## src/hw/rtl/pazs_pkg.sv

```systemverilog
`default_nettype none

package pazs_pkg;

    // Default sample width of the sensor converter.
    localparam int SAMPLE_BITS_DEF = 10;

    // Fixed field widths.
    localparam int LEN_BITS        = 8;
    localparam int LEVEL_BITS      = 10;
    localparam int OUT_LEVEL_BITS  = 12;
    localparam int SPEED_BITS      = 8;
    localparam int CFG_IDX_BITS    = 3;
    localparam int CFG_DATA_BITS   = 10;

    // The speed dividend is 255 times a level below the far level.
    localparam int SPEED_DIV_BITS  = LEVEL_BITS + SPEED_BITS;

    localparam int QUEUE_DEPTH     = 2;

    localparam logic [SPEED_BITS-1:0] SPEED_FULL = 8'd255;
    localparam logic [SPEED_BITS-1:0] SPEED_ZERO = 8'd0;

    // Register reset values.
    localparam logic [LEN_BITS-1:0]   RST_BLOCK_LENGTH    = 8'd10;
    localparam logic [LEVEL_BITS-1:0] RST_FAR_LEVEL       = 10'd600;
    localparam logic [LEVEL_BITS-1:0] RST_NEAR_LEVEL      = 10'd310;
    localparam logic [LEVEL_BITS-1:0] RST_CLOSE_LEVEL     = 10'd130;
    localparam logic [LEVEL_BITS-1:0] RST_TOO_CLOSE_LEVEL = 10'd40;

    typedef enum logic [CFG_IDX_BITS-1:0] {
        REG_BLOCK_LENGTH    = 3'd0,
        REG_FAR_LEVEL       = 3'd1,
        REG_NEAR_LEVEL      = 3'd2,
        REG_CLOSE_LEVEL     = 3'd3,
        REG_TOO_CLOSE_LEVEL = 3'd4
    } t_reg_idx;

    typedef struct packed {
        logic [LEN_BITS-1:0]   block_length;
        logic [LEVEL_BITS-1:0] far_level;
        logic [LEVEL_BITS-1:0] near_level;
        logic [LEVEL_BITS-1:0] close_level;
        logic [LEVEL_BITS-1:0] too_close_level;
    } t_cfg;

    typedef enum logic [1:0] {
        ZONE_TOO_CLOSE = 2'd0,
        ZONE_CLOSE     = 2'd1,
        ZONE_NEAR      = 2'd2,
        ZONE_FAR       = 2'd3
    } t_zone;

    typedef enum logic [2:0] {
        ST_IDLE,
        ST_MEAN,
        ST_SPEED,
        ST_SDIV,
        ST_OUT
    } t_back_state;

    typedef struct packed {
        logic busy;
        logic done;
    } t_div_stat;

    typedef struct packed {
        logic full;
        logic empty;
    } t_q_stat;

    // Width of the block sum for a given sample width.
    function automatic int sum_bits(input int sb);
        return sb + LEN_BITS;
    endfunction

    // Width of the shared divider: wide enough for the block sum and
    // for the speed dividend.
    function automatic int div_bits(input int sb);
        return (sb + LEN_BITS > SPEED_DIV_BITS) ? sb + LEN_BITS : SPEED_DIV_BITS;
    endfunction

endpackage

`default_nettype wire

```

## src/hw/rtl/pazs_sample_if.sv

```systemverilog
`default_nettype none

interface pazs_sample_if #(
    parameter int SAMPLE_BITS = pazs_pkg::SAMPLE_BITS_DEF
);
    logic                   valid;
    logic                   ready;
    logic [SAMPLE_BITS-1:0] sample;

    modport source (output valid, output sample, input ready);
    modport sink   (input valid, input sample, output ready);
endinterface

`default_nettype wire

```

## src/hw/rtl/pazs_result_if.sv

```systemverilog
`default_nettype none

interface pazs_result_if;
    logic                                       valid;
    logic                                       ready;
    logic                                       block_done;
    logic signed [pazs_pkg::OUT_LEVEL_BITS-1:0] remapped_level;
    logic [1:0]                                 zone;
    logic [pazs_pkg::SPEED_BITS-1:0]            speed;

    modport source (output valid, output block_done, output remapped_level,
                    output zone, output speed, input ready);
    modport sink   (input valid, input block_done, input remapped_level,
                    input zone, input speed, output ready);
endinterface

`default_nettype wire

```

## src/hw/rtl/pazs_cfg_if.sv

```systemverilog
`default_nettype none

interface pazs_cfg_if;
    logic                                valid;
    logic                                ready;
    logic [pazs_pkg::CFG_IDX_BITS-1:0]   index;
    logic [pazs_pkg::CFG_DATA_BITS-1:0]  data;

    modport source (output valid, output index, output data, input ready);
    modport sink   (input valid, input index, input data, output ready);
endinterface

`default_nettype wire

```

## src/hw/rtl/pazs_front.sv

```systemverilog
`default_nettype none

module pazs_front #(
    parameter int  SAMPLE_BITS = pazs_pkg::SAMPLE_BITS_DEF,
    localparam int SUM_BITS    = pazs_pkg::sum_bits(SAMPLE_BITS),
    localparam int ENTRY_BITS  = 1 + SUM_BITS + pazs_pkg::LEN_BITS
) (
    input  wire logic              i_clk,
    input  wire logic              i_rst_n,
    pazs_sample_if.sink            i_sample,
    input  wire pazs_pkg::t_cfg    i_cfg,
    input  wire pazs_pkg::t_q_stat i_q_stat,
    output logic                   o_push,
    output logic [ENTRY_BITS-1:0]  o_push_data
);

    localparam int LB = pazs_pkg::LEN_BITS;

    logic [LB-1:0]       r_count, n_count;
    logic [SUM_BITS-1:0] r_sum, n_sum;

    logic [LB-1:0]       len_eff;
    logic [LB:0]         cnt_inc;
    logic [SUM_BITS-1:0] sum_inc;
    logic                close;
    logic                accept;

    assign i_sample.ready = !i_q_stat.full;

    always_comb begin
        len_eff = (i_cfg.block_length == '0) ? LB'(1) : i_cfg.block_length;
        cnt_inc = {1'b0, r_count} + (LB+1)'(1);
        sum_inc = r_sum + SUM_BITS'(i_sample.sample);
        // A block closes on the count wrapping or reaching the length.
        close   = cnt_inc[LB] | (cnt_inc[LB-1:0] >= len_eff);
        accept  = i_sample.valid & i_sample.ready;

        n_count = r_count;
        n_sum   = r_sum;
        if (accept) begin
            if (close) begin
                n_count = '0;
                n_sum   = '0;
            end else begin
                n_count = cnt_inc[LB-1:0];
                n_sum   = sum_inc;
            end
        end

        o_push      = accept;
        o_push_data = {close, sum_inc, len_eff};
    end

    always_ff @(posedge i_clk) begin
        if (!i_rst_n) begin
            r_count <= '0;
            r_sum   <= '0;
        end else begin
            r_count <= n_count;
            r_sum   <= n_sum;
        end
    end

endmodule

`default_nettype wire

```

## src/hw/rtl/pazs_queue.sv

```systemverilog
`default_nettype none

module pazs_queue #(
    parameter int  WIDTH    = 1,
    parameter int  DEPTH    = pazs_pkg::QUEUE_DEPTH,
    localparam int PTR_BITS = (DEPTH > 1) ? $clog2(DEPTH) : 1,
    localparam int CNT_BITS = $clog2(DEPTH + 1)
) (
    input  wire logic              i_clk,
    input  wire logic              i_rst_n,
    input  wire logic              i_push,
    input  wire logic [WIDTH-1:0]  i_push_data,
    input  wire logic              i_pop,
    output logic [WIDTH-1:0]       o_pop_data,
    output pazs_pkg::t_q_stat      o_stat
);

    logic [WIDTH-1:0]    r_mem [DEPTH];
    logic [PTR_BITS-1:0] r_wr_ptr, n_wr_ptr;
    logic [PTR_BITS-1:0] r_rd_ptr, n_rd_ptr;
    logic [CNT_BITS-1:0] r_cnt, n_cnt;

    function automatic logic [PTR_BITS-1:0] ptr_next(input logic [PTR_BITS-1:0] p);
        return (p == PTR_BITS'(DEPTH - 1)) ? '0 : p + PTR_BITS'(1);
    endfunction

    always_comb begin
        n_wr_ptr = i_push ? ptr_next(r_wr_ptr) : r_wr_ptr;
        n_rd_ptr = i_pop  ? ptr_next(r_rd_ptr) : r_rd_ptr;
        n_cnt    = r_cnt + CNT_BITS'(i_push) - CNT_BITS'(i_pop);

        o_stat.full  = (r_cnt == CNT_BITS'(DEPTH));
        o_stat.empty = (r_cnt == '0);
        o_pop_data   = r_mem[r_rd_ptr];
    end

    always_ff @(posedge i_clk) begin
        if (i_push) begin
            r_mem[r_wr_ptr] <= i_push_data;
        end
    end

    always_ff @(posedge i_clk) begin
        if (!i_rst_n) begin
            r_wr_ptr <= '0;
            r_rd_ptr <= '0;
            r_cnt    <= '0;
        end else begin
            r_wr_ptr <= n_wr_ptr;
            r_rd_ptr <= n_rd_ptr;
            r_cnt    <= n_cnt;
        end
    end

    a_no_pop_empty: assert property (@(posedge i_clk) disable iff (!i_rst_n)
        i_pop |-> (r_cnt != '0))
        else $error("queue popped while empty");

    a_no_push_full: assert property (@(posedge i_clk) disable iff (!i_rst_n)
        i_push |-> (r_cnt != CNT_BITS'(DEPTH)))
        else $error("queue pushed while full");

endmodule

`default_nettype wire

```

## src/hw/rtl/pazs_div.sv

```systemverilog
`default_nettype none

module pazs_div #(
    parameter int  DIV_BITS = pazs_pkg::div_bits(pazs_pkg::SAMPLE_BITS_DEF),
    localparam int DVS_BITS = pazs_pkg::LEVEL_BITS,
    localparam int CNT_BITS = $clog2(DIV_BITS + 1)
) (
    input  wire logic                 i_clk,
    input  wire logic                 i_rst_n,
    input  wire logic                 i_start,
    input  wire logic [DIV_BITS-1:0]  i_dividend,
    input  wire logic [DVS_BITS-1:0]  i_divisor,
    output logic [DIV_BITS-1:0]       o_quotient,
    output pazs_pkg::t_div_stat       o_stat
);

    logic [DIV_BITS-1:0] r_quo, n_quo;
    logic [DVS_BITS-1:0] r_rem, n_rem;
    logic [DVS_BITS-1:0] r_dvs;
    logic [CNT_BITS-1:0] r_cnt, n_cnt;
    logic                r_busy, n_busy;
    logic                r_done, n_done;

    logic [DVS_BITS:0]   rem_sh;
    logic [DVS_BITS:0]   rem_sub;
    logic                ge;

    // Restoring division, one quotient bit per cycle. The partial
    // remainder stays below the divisor, so it fits the divisor width.
    always_comb begin
        rem_sh  = {r_rem, r_quo[DIV_BITS-1]};
        ge      = (rem_sh >= {1'b0, r_dvs});
        rem_sub = rem_sh - {1'b0, r_dvs};

        n_quo  = r_quo;
        n_rem  = r_rem;
        n_cnt  = r_cnt;
        n_busy = r_busy;
        n_done = 1'b0;
        if (i_start) begin
            n_quo  = i_dividend;
            n_rem  = '0;
            n_cnt  = CNT_BITS'(DIV_BITS);
            n_busy = 1'b1;
        end else if (r_busy) begin
            n_quo = {r_quo[DIV_BITS-2:0], ge};
            n_rem = ge ? rem_sub[DVS_BITS-1:0] : rem_sh[DVS_BITS-1:0];
            n_cnt = r_cnt - CNT_BITS'(1);
            if (r_cnt == CNT_BITS'(1)) begin
                n_busy = 1'b0;
                n_done = 1'b1;
            end
        end

        o_quotient  = r_quo;
        o_stat.busy = r_busy;
        o_stat.done = r_done;
    end

    always_ff @(posedge i_clk) begin
        r_quo <= n_quo;
        r_rem <= n_rem;
        if (i_start) begin
            r_dvs <= i_divisor;
        end
    end

    always_ff @(posedge i_clk) begin
        if (!i_rst_n) begin
            r_cnt  <= '0;
            r_busy <= 1'b0;
            r_done <= 1'b0;
        end else begin
            r_cnt  <= n_cnt;
            r_busy <= n_busy;
            r_done <= n_done;
        end
    end

    a_done_at_end: assert property (@(posedge i_clk) disable iff (!i_rst_n)
        $fell(r_busy) |-> r_done)
        else $error("divider left busy without signalling done");

endmodule

`default_nettype wire

```

## src/hw/rtl/pazs_back.sv

```systemverilog
`default_nettype none

module pazs_back #(
    parameter int  SAMPLE_BITS = pazs_pkg::SAMPLE_BITS_DEF,
    localparam int SUM_BITS    = pazs_pkg::sum_bits(SAMPLE_BITS),
    localparam int ENTRY_BITS  = 1 + SUM_BITS + pazs_pkg::LEN_BITS,
    localparam int DIV_BITS    = pazs_pkg::div_bits(SAMPLE_BITS)
) (
    input  wire logic                          i_clk,
    input  wire logic                          i_rst_n,
    input  wire pazs_pkg::t_cfg                i_cfg,
    input  wire pazs_pkg::t_q_stat             i_q_stat,
    output logic                               o_pop,
    input  wire logic [ENTRY_BITS-1:0]         i_pop_data,
    output logic                               o_div_start,
    output logic [DIV_BITS-1:0]                o_div_dividend,
    output logic [pazs_pkg::LEVEL_BITS-1:0]    o_div_divisor,
    input  wire logic [DIV_BITS-1:0]           i_div_quotient,
    input  wire pazs_pkg::t_div_stat           i_div_stat,
    pazs_result_if.source                      o_result
);

    localparam int LB = pazs_pkg::LEN_BITS;
    localparam int VB = pazs_pkg::LEVEL_BITS;
    localparam int SB = pazs_pkg::SPEED_BITS;
    localparam int OB = pazs_pkg::OUT_LEVEL_BITS;
    localparam int PB = pazs_pkg::SPEED_DIV_BITS;
    // Signed remap: far plus too-close minus a mean of up to SUM_BITS bits.
    localparam int RW = SUM_BITS + 1;

    pazs_pkg::t_back_state r_state, n_state;
    logic [RW-1:0]         r_remap, n_remap;
    logic [SB-1:0]         r_speed, n_speed;
    logic                  r_done_flag, n_done_flag;
    logic                  r_out_valid, n_out_valid;
    logic                  r_out_done;
    logic [OB-1:0]         r_out_level;
    pazs_pkg::t_zone       r_out_zone;
    logic [SB-1:0]         r_out_speed;

    logic                  head_close;
    logic [SUM_BITS-1:0]   head_sum;
    logic [LB-1:0]         head_len;
    logic [RW-1:0]         far_ext;
    logic [RW-1:0]         mean_remap;
    logic [PB-1:0]         prod;
    logic                  remap_pos;
    logic                  remap_sat;
    logic                  load;
    pazs_pkg::t_zone       zone;

    always_comb begin
        head_close = i_pop_data[ENTRY_BITS-1];
        head_sum   = i_pop_data[LB +: SUM_BITS];
        head_len   = i_pop_data[LB-1:0];

        far_ext    = RW'(i_cfg.far_level);
        mean_remap = far_ext + RW'(i_cfg.too_close_level)
                     - RW'(i_div_quotient[SUM_BITS-1:0]);
        remap_pos  = !r_remap[RW-1] && (r_remap != '0);
        remap_sat  = remap_pos && (r_remap >= far_ext);
        // 255 times the remap, valid when 0 < remap < far.
        prod       = {r_remap[VB-1:0], SB'(0)} - PB'(r_remap[VB-1:0]);

        if ($signed(r_remap) <= $signed(RW'(i_cfg.too_close_level))) begin
            zone = pazs_pkg::ZONE_TOO_CLOSE;
        end else if ($signed(r_remap) <= $signed(RW'(i_cfg.close_level))) begin
            zone = pazs_pkg::ZONE_CLOSE;
        end else if ($signed(r_remap) <= $signed(RW'(i_cfg.near_level))) begin
            zone = pazs_pkg::ZONE_NEAR;
        end else begin
            zone = pazs_pkg::ZONE_FAR;
        end
    end

    always_comb begin
        n_state        = r_state;
        n_remap        = r_remap;
        n_speed        = r_speed;
        n_done_flag    = r_done_flag;
        o_pop          = 1'b0;
        o_div_start    = 1'b0;
        o_div_dividend = DIV_BITS'(head_sum);
        o_div_divisor  = VB'(head_len);
        load           = 1'b0;

        case (r_state)
            pazs_pkg::ST_IDLE: begin
                if (!i_q_stat.empty) begin
                    o_pop       = 1'b1;
                    n_done_flag = head_close;
                    if (head_close) begin
                        o_div_start = 1'b1;
                        n_state     = pazs_pkg::ST_MEAN;
                    end else begin
                        n_state = pazs_pkg::ST_SPEED;
                    end
                end
            end
            pazs_pkg::ST_MEAN: begin
                if (i_div_stat.done) begin
                    n_remap = mean_remap;
                    n_state = pazs_pkg::ST_SPEED;
                end
            end
            pazs_pkg::ST_SPEED: begin
                if (!remap_pos) begin
                    n_speed = pazs_pkg::SPEED_ZERO;
                    n_state = pazs_pkg::ST_OUT;
                end else if (remap_sat) begin
                    n_speed = pazs_pkg::SPEED_FULL;
                    n_state = pazs_pkg::ST_OUT;
                end else begin
                    o_div_start    = 1'b1;
                    o_div_dividend = DIV_BITS'(prod);
                    o_div_divisor  = i_cfg.far_level;
                    n_state        = pazs_pkg::ST_SDIV;
                end
            end
            pazs_pkg::ST_SDIV: begin
                if (i_div_stat.done) begin
                    n_speed = i_div_quotient[SB-1:0];
                    n_state = pazs_pkg::ST_OUT;
                end
            end
            pazs_pkg::ST_OUT: begin
                if (!r_out_valid || o_result.ready) begin
                    load    = 1'b1;
                    n_state = pazs_pkg::ST_IDLE;
                end
            end
            default: begin
                n_state = pazs_pkg::ST_IDLE;
            end
        endcase

        n_out_valid = (r_out_valid && !o_result.ready) || load;
    end

    always_ff @(posedge i_clk) begin
        if (!i_rst_n) begin
            r_state     <= pazs_pkg::ST_IDLE;
            r_remap     <= '0;
            r_out_valid <= 1'b0;
        end else begin
            r_state     <= n_state;
            r_remap     <= n_remap;
            r_out_valid <= n_out_valid;
        end
    end

    always_ff @(posedge i_clk) begin
        r_speed     <= n_speed;
        r_done_flag <= n_done_flag;
        if (load) begin
            r_out_done  <= r_done_flag;
            r_out_level <= r_remap[OB-1:0];
            r_out_zone  <= zone;
            r_out_speed <= r_speed;
        end
    end

    assign o_result.valid          = r_out_valid;
    assign o_result.block_done     = r_out_done;
    assign o_result.remapped_level = r_out_level;
    assign o_result.zone           = r_out_zone;
    assign o_result.speed          = r_out_speed;

    a_div_idle_start: assert property (@(posedge i_clk) disable iff (!i_rst_n)
        o_div_start |-> !i_div_stat.busy)
        else $error("divider started while busy");

    a_sdiv_range: assert property (@(posedge i_clk) disable iff (!i_rst_n)
        (r_state == pazs_pkg::ST_SDIV) |-> (!r_remap[RW-1] && (r_remap < far_ext)))
        else $error("speed division on a remap outside the open range");

endmodule

`default_nettype wire

```

## src/hw/rtl/proximity_average_zone_speed_core.sv

```systemverilog
// Path: a sample enters the queue, then the back end steps through ST_IDLE, ST_MEAN when
// the entry closes a block, ST_SPEED, ST_SDIV when the speed needs a division, and ST_OUT
// into the output register. The shared bit-serial divider is max(SAMPLE_BITS+8, 18) bits wide.
// The back end handles one queue entry at a time; the divider produces one bit per cycle.
// Reset (i_rst_n low at a clock edge) clears the block count, sum, held remap, the queue
// and the output valid flag, and returns all configuration registers to their defaults.
`default_nettype none

module proximity_average_zone_speed_core #(
    parameter int SAMPLE_BITS = pazs_pkg::SAMPLE_BITS_DEF,
    parameter int QUEUE_DEPTH = pazs_pkg::QUEUE_DEPTH
) (
    input  wire logic      i_clk,
    input  wire logic      i_rst_n,
    pazs_sample_if.sink    i_sample,
    pazs_cfg_if.sink       i_cfg,
    pazs_result_if.source  o_result
);

    localparam int SUM_BITS   = pazs_pkg::sum_bits(SAMPLE_BITS);
    localparam int ENTRY_BITS = 1 + SUM_BITS + pazs_pkg::LEN_BITS;
    localparam int DIV_BITS   = pazs_pkg::div_bits(SAMPLE_BITS);

    // The configuration register file. Writes are always taken; an index
    // beyond the register list completes its transaction and changes nothing.
    // Writes must arrive only while the block is idle; the block itself does
    // not enforce this. The front and back read these registers directly.
    pazs_pkg::t_cfg r_cfg, n_cfg;

    assign i_cfg.ready = 1'b1;

    always_comb begin
        n_cfg = r_cfg;
        if (i_cfg.valid) begin
            case (pazs_pkg::t_reg_idx'(i_cfg.index))
                pazs_pkg::REG_BLOCK_LENGTH:
                    n_cfg.block_length = i_cfg.data[pazs_pkg::LEN_BITS-1:0];
                pazs_pkg::REG_FAR_LEVEL:
                    n_cfg.far_level = i_cfg.data[pazs_pkg::LEVEL_BITS-1:0];
                pazs_pkg::REG_NEAR_LEVEL:
                    n_cfg.near_level = i_cfg.data[pazs_pkg::LEVEL_BITS-1:0];
                pazs_pkg::REG_CLOSE_LEVEL:
                    n_cfg.close_level = i_cfg.data[pazs_pkg::LEVEL_BITS-1:0];
                pazs_pkg::REG_TOO_CLOSE_LEVEL:
                    n_cfg.too_close_level = i_cfg.data[pazs_pkg::LEVEL_BITS-1:0];
                default: begin
                    n_cfg = r_cfg;
                end
            endcase
        end
    end

    always_ff @(posedge i_clk) begin
        if (!i_rst_n) begin
            r_cfg.block_length    <= pazs_pkg::RST_BLOCK_LENGTH;
            r_cfg.far_level       <= pazs_pkg::RST_FAR_LEVEL;
            r_cfg.near_level      <= pazs_pkg::RST_NEAR_LEVEL;
            r_cfg.close_level     <= pazs_pkg::RST_CLOSE_LEVEL;
            r_cfg.too_close_level <= pazs_pkg::RST_TOO_CLOSE_LEVEL;
        end else begin
            r_cfg <= n_cfg;
        end
    end

    // The front end accepts each sample, adds it to the block sum and decides
    // whether it closes a block. It pushes one entry per sample into the queue:
    // the close flag, the sum including that sample and the effective block length.
    logic                  push;
    logic [ENTRY_BITS-1:0] push_data;
    logic                  pop;
    logic [ENTRY_BITS-1:0] pop_data;
    pazs_pkg::t_q_stat     q_stat;

    pazs_front #(
        .SAMPLE_BITS (SAMPLE_BITS)
    ) u_front (
        .i_clk       (i_clk),
        .i_rst_n     (i_rst_n),
        .i_sample    (i_sample),
        .i_cfg       (r_cfg),
        .i_q_stat    (q_stat),
        .o_push      (push),
        .o_push_data (push_data)
    );

    // The queue lets the front keep taking samples while the back end divides
    // or while a result waits in the output register.
    pazs_queue #(
        .WIDTH (ENTRY_BITS),
        .DEPTH (QUEUE_DEPTH)
    ) u_queue (
        .i_clk       (i_clk),
        .i_rst_n     (i_rst_n),
        .i_push      (push),
        .i_push_data (push_data),
        .i_pop       (pop),
        .o_pop_data  (pop_data),
        .o_stat      (q_stat)
    );

    // One restoring divider serves both the block mean and the speed scaling.
    logic                               div_start;
    logic [DIV_BITS-1:0]                div_dividend;
    logic [pazs_pkg::LEVEL_BITS-1:0]    div_divisor;
    logic [DIV_BITS-1:0]                div_quotient;
    pazs_pkg::t_div_stat                div_stat;

    pazs_div #(
        .DIV_BITS (DIV_BITS)
    ) u_div (
        .i_clk      (i_clk),
        .i_rst_n    (i_rst_n),
        .i_start    (div_start),
        .i_dividend (div_dividend),
        .i_divisor  (div_divisor),
        .o_quotient (div_quotient),
        .o_stat     (div_stat)
    );

    // The back end takes queue entries in order. A closing entry divides the
    // sum by the length and refreshes the held remap; every entry then
    // recomputes the speed of the held remap against the current far level
    // and loads one result transaction with its zone.
    pazs_back #(
        .SAMPLE_BITS (SAMPLE_BITS)
    ) u_back (
        .i_clk          (i_clk),
        .i_rst_n        (i_rst_n),
        .i_cfg          (r_cfg),
        .i_q_stat       (q_stat),
        .o_pop          (pop),
        .i_pop_data     (pop_data),
        .o_div_start    (div_start),
        .o_div_dividend (div_dividend),
        .o_div_divisor  (div_divisor),
        .i_div_quotient (div_quotient),
        .i_div_stat     (div_stat),
        .o_result       (o_result)
    );

endmodule

`default_nettype wire
```

## src/flat_wrapper.sv

```systemverilog
// flat-port wrapper written by rule: the top's interface ports become plain ports
module proximity_average_zone_speed_core_flat 
#(
    parameter int SAMPLE_BITS = pazs_pkg::SAMPLE_BITS_DEF,
    parameter int QUEUE_DEPTH = pazs_pkg::QUEUE_DEPTH
)
  (i_clk, i_rst_n, i_sample_valid, i_sample_sample, i_sample_ready, i_cfg_valid, i_cfg_index, i_cfg_data, i_cfg_ready, o_result_valid, o_result_block_done, o_result_remapped_level, o_result_zone, o_result_speed, o_result_ready);
  pazs_sample_if #(.SAMPLE_BITS(SAMPLE_BITS)) i_sample_i ();
  pazs_cfg_if i_cfg_i ();
  pazs_result_if o_result_i ();
  input  wire logic i_clk;
  input  wire logic i_rst_n;
  input wire logic [$bits(i_sample_i.valid)-1:0] i_sample_valid;
  input wire logic [$bits(i_sample_i.sample)-1:0] i_sample_sample;
  output wire logic [$bits(i_sample_i.ready)-1:0] i_sample_ready;
  input wire logic [$bits(i_cfg_i.valid)-1:0] i_cfg_valid;
  input wire logic [$bits(i_cfg_i.index)-1:0] i_cfg_index;
  input wire logic [$bits(i_cfg_i.data)-1:0] i_cfg_data;
  output wire logic [$bits(i_cfg_i.ready)-1:0] i_cfg_ready;
  output wire logic [$bits(o_result_i.valid)-1:0] o_result_valid;
  output wire logic [$bits(o_result_i.block_done)-1:0] o_result_block_done;
  output wire logic [$bits(o_result_i.remapped_level)-1:0] o_result_remapped_level;
  output wire logic [$bits(o_result_i.zone)-1:0] o_result_zone;
  output wire logic [$bits(o_result_i.speed)-1:0] o_result_speed;
  input wire logic [$bits(o_result_i.ready)-1:0] o_result_ready;
  assign i_sample_i.valid = i_sample_valid;
  assign i_sample_i.sample = i_sample_sample;
  assign i_sample_ready = i_sample_i.ready;
  assign i_cfg_i.valid = i_cfg_valid;
  assign i_cfg_i.index = i_cfg_index;
  assign i_cfg_i.data = i_cfg_data;
  assign i_cfg_ready = i_cfg_i.ready;
  assign o_result_valid = o_result_i.valid;
  assign o_result_block_done = o_result_i.block_done;
  assign o_result_remapped_level = o_result_i.remapped_level;
  assign o_result_zone = o_result_i.zone;
  assign o_result_speed = o_result_i.speed;
  assign o_result_i.ready = o_result_ready;
  proximity_average_zone_speed_core #(.SAMPLE_BITS(SAMPLE_BITS), .QUEUE_DEPTH(QUEUE_DEPTH)) u_core (.i_clk(i_clk), .i_rst_n(i_rst_n), .i_sample(i_sample_i), .i_cfg(i_cfg_i), .o_result(o_result_i));
endmodule
```

## config.mk

```make
export PLATFORM = sky130hd
export DESIGN_NAME = proximity_average_zone_speed_core_flat
export DESIGN_NICKNAME = d
export VERILOG_FILES = /design/src/hw/rtl/pazs_pkg.sv /design/src/hw/rtl/pazs_sample_if.sv /design/src/hw/rtl/pazs_result_if.sv /design/src/hw/rtl/pazs_cfg_if.sv /design/src/hw/rtl/pazs_front.sv /design/src/hw/rtl/pazs_queue.sv /design/src/hw/rtl/pazs_div.sv /design/src/hw/rtl/pazs_back.sv /design/src/hw/rtl/proximity_average_zone_speed_core.sv /design/src/flat_wrapper.sv
export SDC_FILE = /design/constraint.sdc
export NUM_CORES = 1
export LEC_CHECK = 0
export BUFFER_PORTS_ARGS = -buffer_cell sky130_fd_sc_hd__clkbuf_2
export CORE_ASPECT_RATIO = 1.4
export CORE_UTILIZATION = 50
export CTS_CLUSTER_DIAMETER = 50
export CTS_CLUSTER_SIZE = 12
export DETAILED_ROUTE_END_ITERATION = 10
export PLACE_DENSITY = 0.72
export SKIP_CTS_REPAIR_TIMING = 1
export SYNTH_ARGS = -nofsm -noshare
export SYNTH_HDL_FRONTEND = slang
export SYNTH_SLANG_ARGS = --single-unit
```

## constraint.sdc

```tcl
create_clock -name i_clk -period 8.5 [get_ports i_clk]
set_input_delay 0.425 -clock i_clk [delete_from_list [all_inputs] [get_ports i_clk]]
set_output_delay 0.425 -clock i_clk [all_outputs]
set_load 0.02 [all_outputs]
```

Yosys cells after proc, flatten, opt, wreduce, memory -nomap -nowiden
Memories as Yosys holds them, arrays and structs flattened. A register that Yosys moved wholly into a read port is not among the register bits.
Cells that the tools add are included.
{"block": "classes", "reduce_logical": 29, "mux": 47, "n_eq_ne": 15, "order_cmp": 6, "addsub": 11, "bitwise_logic": 7}
{"cell": "18-bit 2-to-1 mux", "count": 6}
{"cell": "8-bit 2-to-1 mux", "count": 8}
{"cell": "19-bit by 11-bit <= comparator with 1-bit output", "count": 3}
{"cell": "1-bit 2-to-1 mux", "count": 20}
{"cell": "19-bit by 10-bit greater-or-equal comparator with 1-bit output", "count": 1}
{"cell": "19-bit nonzero test", "count": 1}
{"cell": "19-bit by 18-bit subtractor with 19-bit output", "count": 1}
{"cell": "18-bit by 10-bit adder with 18-bit output", "count": 1}
{"cell": "3-bit 2-to-1 mux", "count": 6}
{"cell": "18-bit by 10-bit subtractor with 18-bit output", "count": 1}
{"cell": "8-bit one-hot mux with 2 select lines", "count": 1}
{"cell": "3-bit one-hot mux with 5 select lines", "count": 1}
{"cell": "2-bit AND reduction", "count": 7}
{"cell": "3-bit by 2-bit equality test with 1-bit output (second input constant)", "count": 4}
{"cell": "10-bit by 10-bit adder with 11-bit output", "count": 1}
{"cell": "11-bit by 10-bit greater-or-equal comparator with 1-bit output", "count": 1}
{"cell": "10-bit 2-to-1 mux", "count": 1}
{"cell": "5-bit 2-to-1 mux", "count": 2}
{"cell": "10-bit subtractor", "count": 1}
{"cell": "8-bit by 1-bit adder with 9-bit output (second input constant)", "count": 1}
{"cell": "8-bit greater-or-equal comparator", "count": 1}
{"cell": "8-bit logical NOT", "count": 1}
{"cell": "3-bit by 1-bit equality test with 1-bit output (second input constant)", "count": 2}
{"cell": "3-bit equality test (second input constant)", "count": 2}
{"cell": "24 further kinds", "count": 41}
{"block": "totals", "mem_bits_rw": 54, "mem_count": 1, "input_bits": 28, "elab_cells": 144, "output_inout_bits": 26, "register_bits": 178}
{"memory": "u_core.u_queue.r_mem", "depth": 2, "word_bits": 27, "rd": 1, "rd_ports_with_merged_regs": 1, "wr": 1, "line_no": "pazs_queue.sv:18", "rtl": "logic [WIDTH-1:0] r_mem [DEPTH];"}

Logic depth before layout (Yosys ltp)
{"block": "logic_depth", "word_depth": 7, "depth_mapped": 15, "depth_no_buf": 15}

Hierarchy
Synthesis repeated with hierarchy kept, for this count alone.
{"block": "unflattened", "cells_unflattened": 1302, "area_unflattened_um2": 13320.3}
{"module": "pazs_back", "cells_per_inst": 561, "instances": 1, "seq_area_each_um2": 1421.4, "area_each_um2": 4768.3}
{"module": "pazs_div", "cells_per_inst": 206, "instances": 1, "seq_area_each_um2": 1181.1, "area_each_um2": 2337.2}
{"module": "pazs_queue", "cells_per_inst": 105, "instances": 1, "seq_area_each_um2": 1721.7, "area_each_um2": 2277.2}
{"module": "pazs_front", "cells_per_inst": 246, "instances": 1, "seq_area_each_um2": 520.5, "area_each_um2": 2049.5}
{"module": "proximity_average_zone_speed_core", "cells_per_inst": 184, "instances": 1, "seq_area_each_um2": 960.9, "area_each_um2": 1888.1}

Worst setup path before layout
No wires, ideal clock.
{"block": "synth_path", "path_type": "reg2reg", "from": "register u_core.r_cfg[0] (netlist name)", "to": "register u_core.u_back.r_remap[14]", "period_less_slack_ns": 3.623, "stages_incl_launch_ff": 15, "path_buffers": 0, "setup_ns": 0.120, "setup_slack_ns": 4.877, "arrival_time_ns": 3.503, "t_required_ns": 8.380, "path_cell_list": "dfxtp_1 -> ha_1 -> fa_1 -> a21o_1 -> a21oi_1 -> nor2b_1 -> o21a_1 -> o41ai_1 -> xnor2_1 -> ha_1 -> and4_1 -> a21oi_1 -> a311oi_1 -> nor4_1 -> a211o_1"}
{"block": "synth_via", "elab_chain_len": 2}
{"element": "start: declaration", "line_no": "proximity_average_zone_speed_core.sv:28", "rtl": "pazs_pkg::t_cfg r_cfg, n_cfg;"}
{"element": "start signal: assignment", "line_no": "proximity_average_zone_speed_core.sv:61", "rtl": "r_cfg <= n_cfg;"}
{"element": "10-bit by 10-bit adder with 11-bit output", "line_no": "pazs_back.sv:58", "rtl": "mean_remap = far_ext + RW'(i_cfg.too_close_level)"}
{"element": "19-bit by 18-bit subtractor with 19-bit output", "line_no": "pazs_back.sv:59", "rtl": "- RW'(i_div_quotient[SUM_BITS-1:0]);"}
{"element": "end signal: assignment", "line_no": "pazs_back.sv:147", "rtl": "r_remap <= n_remap;"}
{"element": "end: declaration", "line_no": "pazs_back.sv:32", "rtl": "logic [RW-1:0] r_remap, n_remap;"}
Every way passes these cells.
A chain may end at the register's enable or synchronous reset.

Worst setup path in the final report
{"block": "layout_path", "from": "register u_core.r_cfg[30] (netlist name)", "to": "register u_core.u_back.r_remap[14]"}
Same word-level chain as after synthesis.

==> results.py <==
metrics = {
    "final_layout": {
        "final_cell_mix": "nand2_1, dfxtp_1, edfxtp_1",
        "area_growth_pct": 10.0,
        "antenna_cells": 0,
        "multi_input_area_mm2": 0.00657,
        "drive_above_1_share_pct": 9.28,
        "final_common_cell": "nand2_1",
        "fill_cells": 2217,
        "layout.nets": 1488,
        "stdcell_count": 1698,
        "register_area_mm2": 0.00581,
    },
    "worst_setup_path": {
        "end_kind": "flip-flop",
        "slowest_delay_ns": 0.79,
        "timing.rr.start": "u_core.r_cfg[30]$_SDFFE_PN0P_",
        "path_cells": "ha_1, fa_1, a21o_1, a21oi_1, nor2b_1, o21a_1, o41ai_1, xnor2_1, ha_1, and4_1, a21oi_1, a311oi_1, nor4_1, a211o_1",
        "reg2regPathDepth": 14,
        "path_class": "flip-flop to flip-flop",
        "critical_path_required_ns": 8.92,
        "r2r_setup_slack_ns": 4.28,
        "r2r-end": "u_core.u_back.r_remap[14]$_SDFFE_PN0P_",
        "cp_top_family": "compound AO/OA/AOI/OAI gates",
        "worstPathMaxFanout": 7,
        "crit_buf_inv": 0,
        "start_kind": "flip-flop",
        "critPathArrivalTime_ns": 4.64,
        "critPathSlowestCell": "a311oi_1",
    },
    "clocking": {
        "root_buffer": "clkbuf_16",
        "cts_made_buffers": 26,
        "cts_tree": "yes",
        "path_clk_slew_ns": 0.06,
        "clock_latency_ns": 0.54,
        "cts.sinks": 233,
        "ctsHtreeMaxLevel": 1,
        "max-clock-path-buffers": 3,
    },
    "logic_synthesis": {
        "synthAdderAreaFrac_pct": 9.97,
        "postSynthAreaPerCell_um2": 9.75,
        "synth_top_family_by_area": "simple AND/OR/NAND/NOR gates",
        "yosysSeqAreaShare_pct": 44.8,
        "synth-edff-count": 114,
        "syn_area_mm2": 0.0130,
        "ys_warn_count": 0,
        "yosysUniqueCellTypes": 90,
        "yosys_register_bits": 233,
        "synth_compound_area_share_pct": 16.0,
        "synthSimpleGateAreaFrac_pct": 16.6,
        "synth_xor_area_share_pct": 3.92,
        "synthMuxAreaShare_pct": 3.98,
        "synth_fp_nets": 1459,
        "ys.flop_type": "dfxtp_1",
        "synthCells": 1330,
        "synthArstFlopShare_pct": 0,
    },
    "flow_run": {
        "cap_violations": 0,
    },
    "timing": {
        "fin_crit_sh_pct": 49.6,
        "setup_tns_ns": 0,
        "fmax_ghz": 0.237,
        "hold_viol": 0,
        "finalSetupViolCount": 0,
        "slew_viol_final": 0,
        "skew_ns": 0.0153,
        "min_period_ns": 4.22,
        "worstMarginPinSlew_ns": 1.13,
        "rsz0062_at_grt": "false",
        "slew_headroom_pct": 24.2,
    },
    "global_routing": {
        "grt_start_max_net_pins": 56,
        "grt_pass1_wl_mm": 50.7,
        "grt_overflow": 0,
        "antenna_found_initial": 0,
        "grt_use_total_pct": 24.1,
        "grt_pass1_vias": 9781,
    },
    "place": {
        "placed_cells": 1650,
        "numPortBuffers": 52,
        "hpwl_mm": 22.7,
        "gp_congestion": 0.904,
    },
    "power_and_ir_drop": {
        "peakVddDrop_v": 0.000214,
        "power.density_mw_per_mm2": 271,
        "leakage_nw": 5.74,
    },
    "detailed_routing": {
        "drtPass1Iterations": 8,
        "wl_mm": 32.0,
        "avgRoutedWirePerCell_um": 18.8,
        "route.detailed.drc": 2,
        "ant_nets": 0,
        "initialDrtViolationCount": 722,
        "vias": 9931,
        "viasPerCell": 5.85,
    },
    "floorplan": {
        "initial_core_util_pct": 50.9,
        "dieArea_mm2": 0.0266,
        "die_y_um": 193,
        "die_w_um": 138,
        "ios": 54,
        "rows": 69,
        "design.core.area_mm2": 0.0255,
    },
    "worst_hold_path": {
        "holdPathStages": 3,
        "min_from": "i_cfg_data[9]",
        "min_to": "u_core.r_cfg[29]$_SDFFE_PN0P_",
        "hold_path.class": "input pin to flip-flop",
    },
    "run_status": {
        "status": "finished, violations left",
        "violations": "design-rule violations",
    },
}
## flip-flops by register name (all words and copies together), names as in the netlist, 2 cells and up, named ones only
register                               flops
u_core.u_queue.r_mem                      54
u_core.u_front.r_sum                      18
u_core.r_cfg                              48
u_core.u_back.o_result.speed               8
u_core.u_back.r_remap                     19
u_core.u_div.r_dvs                        10
u_core.u_back.r_speed                      8
u_core.u_div.r_rem                        10
u_core.u_div.r_cnt                         5
u_core.u_back.o_result.remapped_level     12
u_core.u_front.r_count                     8
u_core.u_back.o_result.zone                2
u_core.u_div.o_quotient                   18
u_core.u_queue.r_cnt                       2
u_core.u_back.r_state                      3
## synthesized netlist by cell type, drive strengths merged, types with 5 or more instances
library cell	count	area, µm²
a211o	5	43.8
a211oi	19	165
a21o	26	195
a21oi	105	526
a31oi	14	93.8
and2	11	68.8
and3	13	86.3
buf	18	106
clkbuf	42	158
dfxtp	119	2380
edfxtp	114	3420
ha	97	1210
inv	92	345
mux2	5	56.3
mux2i	46	460
nand2	147	552
nand2b	15	93.8
nand3	44	230
nand3b	9	67.6
nand4	13	81.3
nand4b	5	43.8
nor2	76	293
nor2b	18	113
nor3	27	140
nor4	11	90.1
o211ai	24	180
o21a	16	120
o21ai	35	183
o311ai	5	43.8
or2	6	37.5
or3	14	87.6
or4	5	37.5
xnor2	39	342
xor2	19	166
## worst max path at each step
| stage | startpoint | to | slack [ns] | cells past startpoint |
|---|---|---|---|---|
| CTS | u_core.r_cfg[0]$_SDFFE_PN0P_ | u_core.u_back.r_remap[14]$_SDFFE_PN0P_ | 4.34 | 14 |
| global route | u_core.r_cfg[0]$_SDFFE_PN0P_ | u_core.u_back.r_remap[14]$_SDFFE_PN0P_ | 3.99 | 14 |
| floorplan | u_core.r_cfg[0]$_SDFFE_PN0P_ | u_core.u_back.r_remap[14]$_SDFFE_PN0P_ | 4.88 | 14 |
| global placement | u_core.r_cfg[30]$_SDFFE_PN0P_ | u_core.u_back.r_remap[14]$_SDFFE_PN0P_ | 4.43 | 14 |
| finish | u_core.r_cfg[30]$_SDFFE_PN0P_ | u_core.u_back.r_remap[14]$_SDFFE_PN0P_ | 4.28 | 14 |
| detailed placement | u_core.r_cfg[0]$_SDFFE_PN0P_ | u_core.u_back.r_remap[14]$_SDFFE_PN0P_ | 4.39 | 14 |
## cell type report
class,instances,share of cell area [%]
Multi-Input combinational cell,945,46.0
Timing Repair Buffer,61,2.30
Clock buffer,42,5.28
Tap cell,319,2.80
Sequential cell,233,40.7
Clock inverter,6,0.500
Inverter,92,2.42
## worst min-delay path, delay by kind of cell
family | cells | cell delay [ns]
AOI/OAI and AO/OA | 1 | 0.05
buffers and inverters | 1 | 0.14
and+or+nand+nor | 1 | 0.07
## power breakdown
group | switching, mW | internal [mW] | total, mW
sequential | 0.157 | 1.44 | 1.60
clock | 0.456 | 0.640 | 1.10
combinational | 0.719 | 0.462 | 1.18
total | 1.33 | 2.54 | 3.87
## layer usage
metal  global-route usage, %  share of wire [%]
met1                    28.2                 41
met2                    43.9                 50
met3                    3.10                4.8
met4                    11.6                4.4
met5                       0                  0
## cell families after synthesis
| family | after synthesis |
|---|---|
| adder cells (fa/ha/maj) | 101 |
| multiplexers | 51 |
| other | 1 |
| AND/OR/NAND/NOR | 428 |
| flip-flops | 233 |
| buffers and inverters | 152 |
| XOR/XNOR | 58 |
| AO/OA/AOI/OAI | 306 |
## through the flow
step | utilization, % | worst slack (ns) | hold slack (ns) | total power [mW] | area (µm²)
4_1_cts | 56.0 | 4.34 | 0.190 | 3.89 | 14300
3_3_place_gp | 52.8 | 4.43 | 0.407 | 2.76 | 13400
5_1_grt | 56.0 | 3.99 | 0.203 | 4.08 | 14300
6_report | 56.0 | 4.28 | 0.205 | 3.87 | 14300
2_1_floorplan | - | 4.88 | 0.400 | 2.46 | 13000
3_5_place_dp | 52.8 | 4.39 | 0.405 | 2.79 | 13400
Power figures use the tool's default switching activity.
